**config.mk**
```make
export PLATFORM = sky130hd
export DESIGN_NAME = char_lcd_marquee_scroller
export DESIGN_NICKNAME = d
export VERILOG_FILES = /design/src/rtl/lcdm_pkg.sv /design/src/rtl/char_lcd_marquee_scroller.sv
export SDC_FILE = /design/constraint.sdc
export NUM_CORES = 1
export LEC_CHECK = 0
export BUFFER_PORTS_ARGS = -buffer_cell sky130_fd_sc_hd__buf_2
export CORE_ASPECT_RATIO = 0.7
export CORE_MARGIN = 10
export CORE_UTILIZATION = 60
export CTS_BUF_LIST = sky130_fd_sc_hd__clkbuf_4 sky130_fd_sc_hd__clkbuf_8
export CTS_CLUSTER_DIAMETER = 100
export CTS_CLUSTER_SIZE = 28
export DETAILED_ROUTE_END_ITERATION = 10
export GPL_ROUTABILITY_DRIVEN = 1
export PLACE_DENSITY = 0.76
export SYNTH_ARGS = -nofsm -noshare
export SYNTH_HDL_FRONTEND = slang
export SYNTH_SLANG_ARGS = --single-unit
```
**constraint.sdc**
```tcl
create_clock -name clk -period 7.66 [get_ports clk]
set_input_delay 0.383 -clock clk [delete_from_list [all_inputs] [get_ports clk]]
set_output_delay 0.383 -clock clk [all_outputs]
set_load 0.03 [all_outputs]
```
**src/rtl/lcdm_pkg.sv**
```systemverilog
`timescale 1ns / 1ps

package lcdm_pkg;

  localparam int CFG_IDX_W  = 3;
  localparam int CFG_DATA_W = 8;

  localparam logic [CFG_IDX_W-1:0] REG_SCROLL_EN0  = 3'd0;
  localparam logic [CFG_IDX_W-1:0] REG_SCROLL_EN1  = 3'd1;
  localparam logic [CFG_IDX_W-1:0] REG_PERIOD      = 3'd2;
  localparam logic [CFG_IDX_W-1:0] REG_ROW_ADDR0   = 3'd3;
  localparam logic [CFG_IDX_W-1:0] REG_ROW_ADDR1   = 3'd4;

  localparam logic CMD_LOAD = 1'b0;
  localparam logic CMD_TICK = 1'b1;

  localparam logic [7:0] SPACE_CHAR   = 8'h20;
  localparam logic [7:0] SET_DDRAM_OP = 8'h80;

  typedef enum logic [2:0] {
    S_IDLE = 3'b001,
    S_CMD  = 3'b010,
    S_DATA = 3'b100
  } state_t;

endpackage

```
**src/rtl/char_lcd_marquee_scroller.sv**
```systemverilog
`timescale 1ns / 1ps

// Channel | Direction | tdata        | tuser                      | tlast
// in_     | slave     | char_code    | [0] command, [1] line_sel  | char_last
// out_    | master    | byte_value   | [0] is_command             | last_of_run
// cfg_    | write     | cfg_data     | cfg_index selects register | -
//
// A load transaction leaves the block idle, so it is ready again next cycle.
// A quiet tick keeps it idle; else each redrawn line sends a command and LINE_CHARS
// bytes, one byte per cycle unless stalled, from the shared index unit and text RAM.
// Output stalls hold the sequencer; a finished byte waits in the output register.
// Reset clears lengths, scroll positions, pending flags and the tick counter.

module char_lcd_marquee_scroller #(
  parameter int LINE_CHARS = 16,
  parameter int MAX_TEXT   = 32
) (
  input  logic                           clk,
  input  logic                           rst_n,
  input  logic                           in_tvalid,
  output logic                           in_tready,
  input  logic [7:0]                     in_tdata,   // char_code
  input  logic [1:0]                     in_tuser,   // command, line_select
  input  logic                           in_tlast,
  output logic                           out_tvalid,
  input  logic                           out_tready,
  output logic [7:0]                     out_tdata,  // byte_value
  output logic                           out_tuser,  // is_command
  output logic                           out_tlast,
  input  logic                           cfg_we,
  input  logic [lcdm_pkg::CFG_IDX_W-1:0]  cfg_index,
  input  logic [lcdm_pkg::CFG_DATA_W-1:0] cfg_data
);

  import lcdm_pkg::*;

  localparam int LW    = $clog2(MAX_TEXT + 1);
  localparam int IMAX  = (LINE_CHARS > MAX_TEXT + 1) ? LINE_CHARS : MAX_TEXT + 1;
  localparam int IW    = $clog2(IMAX);
  localparam int AW    = $clog2(2 * MAX_TEXT);
  localparam int CW    = $clog2(LINE_CHARS);

  logic       scroll_en0_r, scroll_en1_r;
  logic [7:0] period_r;
  logic [6:0] row_addr0_r, row_addr1_r;

  logic [LW-1:0] text_len_r [2];
  logic [LW-1:0] scroll_pos_r [2];
  logic [1:0]    pending_r;
  logic [1:0]    load_open_r;
  logic [7:0]    phase_r;

  state_t        state_r, state_nxt;
  logic          ln_r, ln_nxt;
  logic          draw1_r;
  logic          scroll_r;
  logic [IW-1:0] idx_r, idx_nxt;
  logic [CW-1:0] cnt_r;

  logic [7:0] text_mem [2*MAX_TEXT];
  logic [7:0] rd_data_r;

  logic       out_tvalid_r, out_tuser_r, out_tlast_r;
  logic [7:0] out_tdata_r;

  logic          in_fire, out_free;
  logic          in_ln;
  logic [LW-1:0] load_len;
  logic          load_store;
  logic          load_close;
  logic [8:0]    phase_inc;
  logic          tick_fire, draw0, draw1;

  logic [LW-1:0] len_cur, pos_cur, idx0;
  logic          en_cur, scroll_mode_c;
  logic [IW-1:0] inc_base, inc_res;
  logic          inc_scroll;
  logic          last_char;
  logic          is_space;
  logic [7:0]    char_out;
  logic [AW-1:0] wr_addr, rd_addr;

  assign in_tready = (state_r == S_IDLE);
  assign in_fire   = in_tvalid && in_tready;
  assign out_free  = !out_tvalid_r || out_tready;
  assign in_ln     = in_tuser[1];

  assign load_len   = load_open_r[in_ln] ? text_len_r[in_ln] : '0;
  assign load_store = (in_tdata != 8'd0) && (int'(load_len) < MAX_TEXT);
  assign load_close = (in_tdata == 8'd0) || in_tlast;

  assign phase_inc = {1'b0, phase_r} + 9'd1;
  assign tick_fire = (phase_inc >= {1'b0, period_r});
  assign draw0     = pending_r[0] || (tick_fire && scroll_en0_r);
  assign draw1     = pending_r[1] || (tick_fire && scroll_en1_r);

  assign len_cur       = text_len_r[ln_r];
  assign pos_cur       = scroll_pos_r[ln_r];
  assign en_cur        = ln_r ? scroll_en1_r : scroll_en0_r;
  assign scroll_mode_c = en_cur && (int'(len_cur) > LINE_CHARS);
  assign idx0          = (pos_cur > len_cur) ? '0 : pos_cur;

  // Shared index unit: steps the read position, wrapping at length + 1 when scrolling.
  assign inc_base   = (state_r == S_CMD) ? IW'(idx0) : idx_r;
  assign inc_scroll = (state_r == S_CMD) ? scroll_mode_c : scroll_r;
  assign inc_res    = (inc_scroll && (inc_base == IW'(len_cur))) ? '0 : inc_base + IW'(1);

  assign last_char = (cnt_r == CW'(LINE_CHARS - 1));
  assign is_space  = (idx_r >= IW'(len_cur)) || (rd_data_r == 8'd0);
  assign char_out  = is_space ? SPACE_CHAR : rd_data_r;

  always_comb begin
    state_nxt = state_r;
    ln_nxt    = ln_r;
    idx_nxt   = idx_r;
    unique case (state_r)
      S_IDLE: begin
        if (in_fire && (in_tuser[0] == CMD_TICK) && (draw0 || draw1)) begin
          state_nxt = S_CMD;
          ln_nxt    = !draw0;
        end
      end
      S_CMD: begin
        if (out_free) begin
          state_nxt = S_DATA;
          idx_nxt   = scroll_mode_c ? IW'(idx0) : '0;
        end
      end
      S_DATA: begin
        if (out_free) begin
          idx_nxt = inc_res;
          if (last_char) begin
            if (draw1_r) begin
              state_nxt = S_CMD;
              ln_nxt    = 1'b1;
            end else begin
              state_nxt = S_IDLE;
            end
          end
        end
      end
      default: state_nxt = S_IDLE;
    endcase
  end

  assign wr_addr = in_ln  ? AW'(MAX_TEXT) + AW'(load_len) : AW'(load_len);
  assign rd_addr = ln_nxt ? AW'(MAX_TEXT) + AW'(idx_nxt)  : AW'(idx_nxt);

  always_ff @(posedge clk) begin
    if (in_fire && (in_tuser[0] == CMD_LOAD) && load_store) begin
      text_mem[wr_addr] <= in_tdata;
    end
    rd_data_r <= text_mem[rd_addr];
  end

  always_ff @(posedge clk) begin
    if (!rst_n) begin
      scroll_en0_r <= 1'b0;
      scroll_en1_r <= 1'b0;
      period_r     <= 8'd32;
      row_addr0_r  <= 7'd0;
      row_addr1_r  <= 7'd64;
    end else if (cfg_we) begin
      unique case (cfg_index)
        REG_SCROLL_EN0: scroll_en0_r <= cfg_data[0];
        REG_SCROLL_EN1: scroll_en1_r <= cfg_data[0];
        REG_PERIOD:     period_r     <= cfg_data;
        REG_ROW_ADDR0:  row_addr0_r  <= cfg_data[6:0];
        REG_ROW_ADDR1:  row_addr1_r  <= cfg_data[6:0];
        default: ;
      endcase
    end
  end

  always_ff @(posedge clk) begin
    if (!rst_n) begin
      state_r         <= S_IDLE;
      ln_r            <= 1'b0;
      draw1_r         <= 1'b0;
      scroll_r        <= 1'b0;
      idx_r           <= '0;
      cnt_r           <= '0;
      text_len_r[0]   <= '0;
      text_len_r[1]   <= '0;
      scroll_pos_r[0] <= '0;
      scroll_pos_r[1] <= '0;
      pending_r       <= '0;
      load_open_r     <= '0;
      phase_r         <= '0;
      out_tvalid_r    <= 1'b0;
    end else begin
      state_r <= state_nxt;
      ln_r    <= ln_nxt;
      idx_r   <= idx_nxt;

      if ((state_r != S_IDLE) && out_free) begin
        out_tvalid_r <= 1'b1;
      end else if (out_tready) begin
        out_tvalid_r <= 1'b0;
      end

      unique case (state_r)
        S_IDLE: begin
          if (in_fire) begin
            if (in_tuser[0] == CMD_LOAD) begin
              if (!load_open_r[in_ln]) begin
                scroll_pos_r[in_ln] <= '0;
              end
              text_len_r[in_ln]  <= load_store ? load_len + LW'(1) : load_len;
              load_open_r[in_ln] <= !load_close;
              if (load_close) begin
                pending_r[in_ln] <= 1'b1;
              end
            end else begin
              phase_r <= tick_fire ? 8'd0 : phase_inc[7:0];
              draw1_r <= draw0 && draw1;
            end
          end
        end
        S_CMD: begin
          if (out_free) begin
            out_tuser_r       <= 1'b1;
            out_tdata_r       <= SET_DDRAM_OP | {1'b0, (ln_r ? row_addr1_r : row_addr0_r)};
            out_tlast_r       <= 1'b0;
            scroll_r          <= scroll_mode_c;
            cnt_r             <= '0;
            pending_r[ln_r]   <= 1'b0;
            if (scroll_mode_c) begin
              scroll_pos_r[ln_r] <= LW'(inc_res);
            end
          end
        end
        S_DATA: begin
          if (out_free) begin
            out_tuser_r  <= 1'b0;
            out_tdata_r  <= char_out;
            out_tlast_r  <= last_char && !draw1_r;
            cnt_r        <= cnt_r + CW'(1);
            if (last_char) begin
              draw1_r <= 1'b0;
            end
          end
        end
        default: ;
      endcase
    end
  end

  assign out_tvalid = out_tvalid_r;
  assign out_tdata  = out_tdata_r;
  assign out_tuser  = out_tuser_r;
  assign out_tlast  = out_tlast_r;

  a_cmd_not_last: assert property (@(posedge clk) disable iff (!rst_n)
    (out_tvalid && out_tuser) |-> !out_tlast)
    else $error("address command marked as last byte of a run");

  a_scroll_idx_range: assert property (@(posedge clk) disable iff (!rst_n)
    ((state_r == S_DATA) && scroll_r) |-> (idx_r <= IW'(len_cur)))
    else $error("scroll index beyond text length");

  a_pending_cleared: assert property (@(posedge clk) disable iff (!rst_n)
    (state_r == S_DATA) |-> !pending_r[ln_r])
    else $error("redraw flag still set while line is being drawn");

endmodule
```
==> metrics.yaml <==
status:
  status: "complete, no violations"
setup_path:
  crit_arrival_ns: 7.02
  r2r_slack_ns: 1.28
  crit_path_start_kind: "flip-flop"
  crit_path_end_kind: "flip-flop"
  crit_required_ns: 8.30
  r2r_cells: 17
  crit_path_max_fanout: 20
  r2r_end: "rd_data_r[6]$_DFF_P_"
  worstSetupPathType: "reg2reg"
global_route:
  grt_usage: 0.231
  antenna_found_initial: 1
  grt_pass1_vias: 14700
  grt_pass1_wl_um: 91700
  grt_start_max_net_pins: 66
  gr-total-overflow: 0
route:
  met1_length_um: 28200
  wl_met2_um: 26500
  vias: 15300
  remaining_drc_errors: 0
  firstDrtPassIters: 5
  drt-initial-drc-count: 1878
  maxUsedRoutingLayer: "met4"
  routedWlPerCell_um: 25.8
  via_per_inst: 6.42
  drtAntennaViolNets: 0
  finalWirelength_um: 61600
  dr_wl_met3_um: 5860
timing:
  relSlewSlack: 0.276
  finalHoldViolations: 0
  setup_tns_ns: 0
  fin_skew_ns: 0.0505
  fin_crit_ns: 6.38
  rsz0062_at_grt: "no"
  maxSlewViolCount: 0
  tightestPinTransition_ns: 1.08
  max_freq_mhz: 157
  holdWs_ns: 0.0544
  min_period_over_period: 0.832
  setup_viol: 0
clock_network:
  cts_tree: "yes"
  clk_path_buf_depth: 3
  clkLatencyLatePin_ns: 0.69
  clkTransAtPathRegs_ns: 0.17
  clock-sinks: 608
  htree_levels: 1
  numCtsBuffers: 25
  cts-resized-gates: 0
  root_buffer: "clkbuf_8"
logic_synthesis:
  synthDistinctLibCells: 70
  ys_ff_latch: 608
  synth_edf_count: 546
  async_flop_share: 0
  synth_nets: 1855
  avgSynthCellArea_um2: 14.4
  yosysWarnings: 0
  synthCells: 1804
  ys_seq_area_frac: 0.681
  ys.flop_type: "edfxtp_1"
  synth_area_um2: 25900
power:
  cellPowerDensity_nw_per_um2: 189
  ir_drop_mv: 0.169
  total_power_w: 0.00515
  leakage_nw: 10.7
floorplanning:
  die-area_um2: 52000
  die_w_um: 268
  start_util: 0.610
  rows: 63
  core_area_um2: 42500
  die-height_um: 194
  ios: 39
hold_path:
  min-delay-path-class: "in2reg"
  hold_end: "text_mem[10][2]$_DFFE_PP_"
  holdCritStartpoint: "in_tdata[2]"
  min_path_cells: 1
cells_and_area:
  final_area_um2: 27200
  area_growth_pct: 4.93
  nets: 1868
  final_cells: 2388
  diodes: 0
  layout-drive-gt1-share: 0.0779
place:
  dp.cells: 2333
  port_buffers: 38
  gp_congestion: 0.916
  post-dp-hpwl_um: 40700
  placed_area_um2: 26600
job:
  drv_cap: 0
-- layout make-up --
| class | instances | area (um2) |
|---|---|---|
| Sequential cell | 608 | 17600 |
| Fill cell | 3082 | 15300 |
| Clock inverter | 2 | 16.3 |
| Timing Repair Buffer | 75 | 541 |
| Multi-Input combinational cell | 1089 | 7740 |
| Tap cell | 552 | 691 |
| Inverter | 18 | 67.6 |
| Clock buffer | 44 | 487 |
-- placed cells by master, fill, tap and decap left out, types with 18 or more instances in the layout --
cell      count
edfxtp_1    546
mux2i_1     322
nor2_1      152
nand2_1     120
a21oi_1      71
dfxtp_1      62
a211oi_1     56
nor2b_1      46
o22ai_1      46
buf_2        38
nand3_1      35
clkbuf_8     25
ha_1         24
buf_4        24
o21ai_0      21
a21o_1       20
clkbuf_4     19
or4_1        18
-- worst max path at each step --
stage	startpoint	slack, ns	to	cells past startpoint
3_5_place_dp	flip-flop	1.42	rd_data_r[6]$_DFF_P_	17
3_3_place_gp	flip-flop	1.33	rd_data_r[6]$_DFF_P_	17
5_1_grt	flip-flop	1.00	rd_data_r[6]$_DFF_P_	17
6_report	flip-flop	1.28	rd_data_r[6]$_DFF_P_	17
4_1_cts	flip-flop	1.37	rd_data_r[6]$_DFF_P_	17
2_1_floorplan	flip-flop	3.02	rd_data_r[4]$_DFF_P_	19
-- through the flow --
| stage | setup slack, ns | utilization |
|---|---|---|
| finish | 1.28 | 0.640 |
| global route | 1.00 | 0.640 |
| CTS | 1.37 | 0.640 |
| detailed placement | 1.42 | 0.626 |
| global placement | 1.33 | 0.626 |
| floorplan | 3.02 | - |
-- cell families (layout without fill, tap and decap cells) --
family                     after synthesis  after routing  share of synthesized area
AOI/OAI and AO/OA                      278            278                     0.0714
xor gates and xnor gates                18             18                    0.00609
adders and majority gates               24             24                     0.0116
buffers and inverters                  107            139                     0.0212
DFF                                    608            608                      0.681
muxes                                  335            335                      0.130
and+or+nand+nor                        434            434                     0.0787
-- registers in the layout, indices dropped and copies added (netlist names), 4 cells and up, named ones only --
name          flops
row_addr0_r       7
scroll_pos_r     12
text_len_r       12
phase_r           8
text_mem        512
rd_data_r         8
idx_r             6
row_addr1_r       7
out_tdata         8
cnt_r             4
period_r          8
-- worst max-delay path: stages (launching register included) --
cell	delay [ns]
dfxtp_1	0.77
mux2_2	0.45
inv_1	0.17
ha_1	0.30
and4_1	0.25
o21ai_1	0.23
nand4_1	0.21
a21o_1	0.24
a2111oi_2	0.41
or3b_1	0.48
a21boi_4	0.65
buf_4	0.43
mux2i_1	0.14
mux2i_1	0.14
mux2i_1	0.13
mux2_2	0.30
a2111oi_0	0.91
a21o_1	0.14
-- Yosys cell counts, types with 8 or more instances --
cell,instances,area (um2)
a211oi_1,56,420
a21o_1,20,150
a21oi_1,71,355
a31oi_1,12,75.1
and3_1,8,50.1
buf_2,21,105
buf_4,12,90.1
buf_6,8,90.1
clkbuf_1,39,146
dfxtp_1,62,1240
edfxtp_1,546,16400
ha_1,24,300
inv_1,17,63.8
mux2_2,13,146
mux2i_1,322,3220
nand2_1,120,450
nand3_1,35,175
nand4_1,8,50.1
nor2_1,152,571
nor2b_1,46,288
nor3_1,11,55.1
o21ai_0,21,105
o221ai_1,9,78.8
o22ai_1,46,288
or4_1,18,135
xnor2_1,10,87.6
xor2_1,8,70.1
-- metal layers --
layer / GRT usage / up-vias
met5: 0 / -
met1: 0.360 / 7642
li1: - / 6910
met2: 0.335 / 700
met3: 0.0452 / 69
met4: 0.0411 / 0
-- what timing repair did --
action	4_1_cts	5_1_grt
hold buffers	9	0
buffers inserted	0	0
endpoints found under the hold margin	22	0
-- where the power goes --
part | internal, W | switching [W]
clock network | 0.000406 | 0.000930
registers | 0.00362 | 0.0000145
logic | 0.0000453 | 0.000128
No activity file was read; power rests on OpenSTA's default activity.
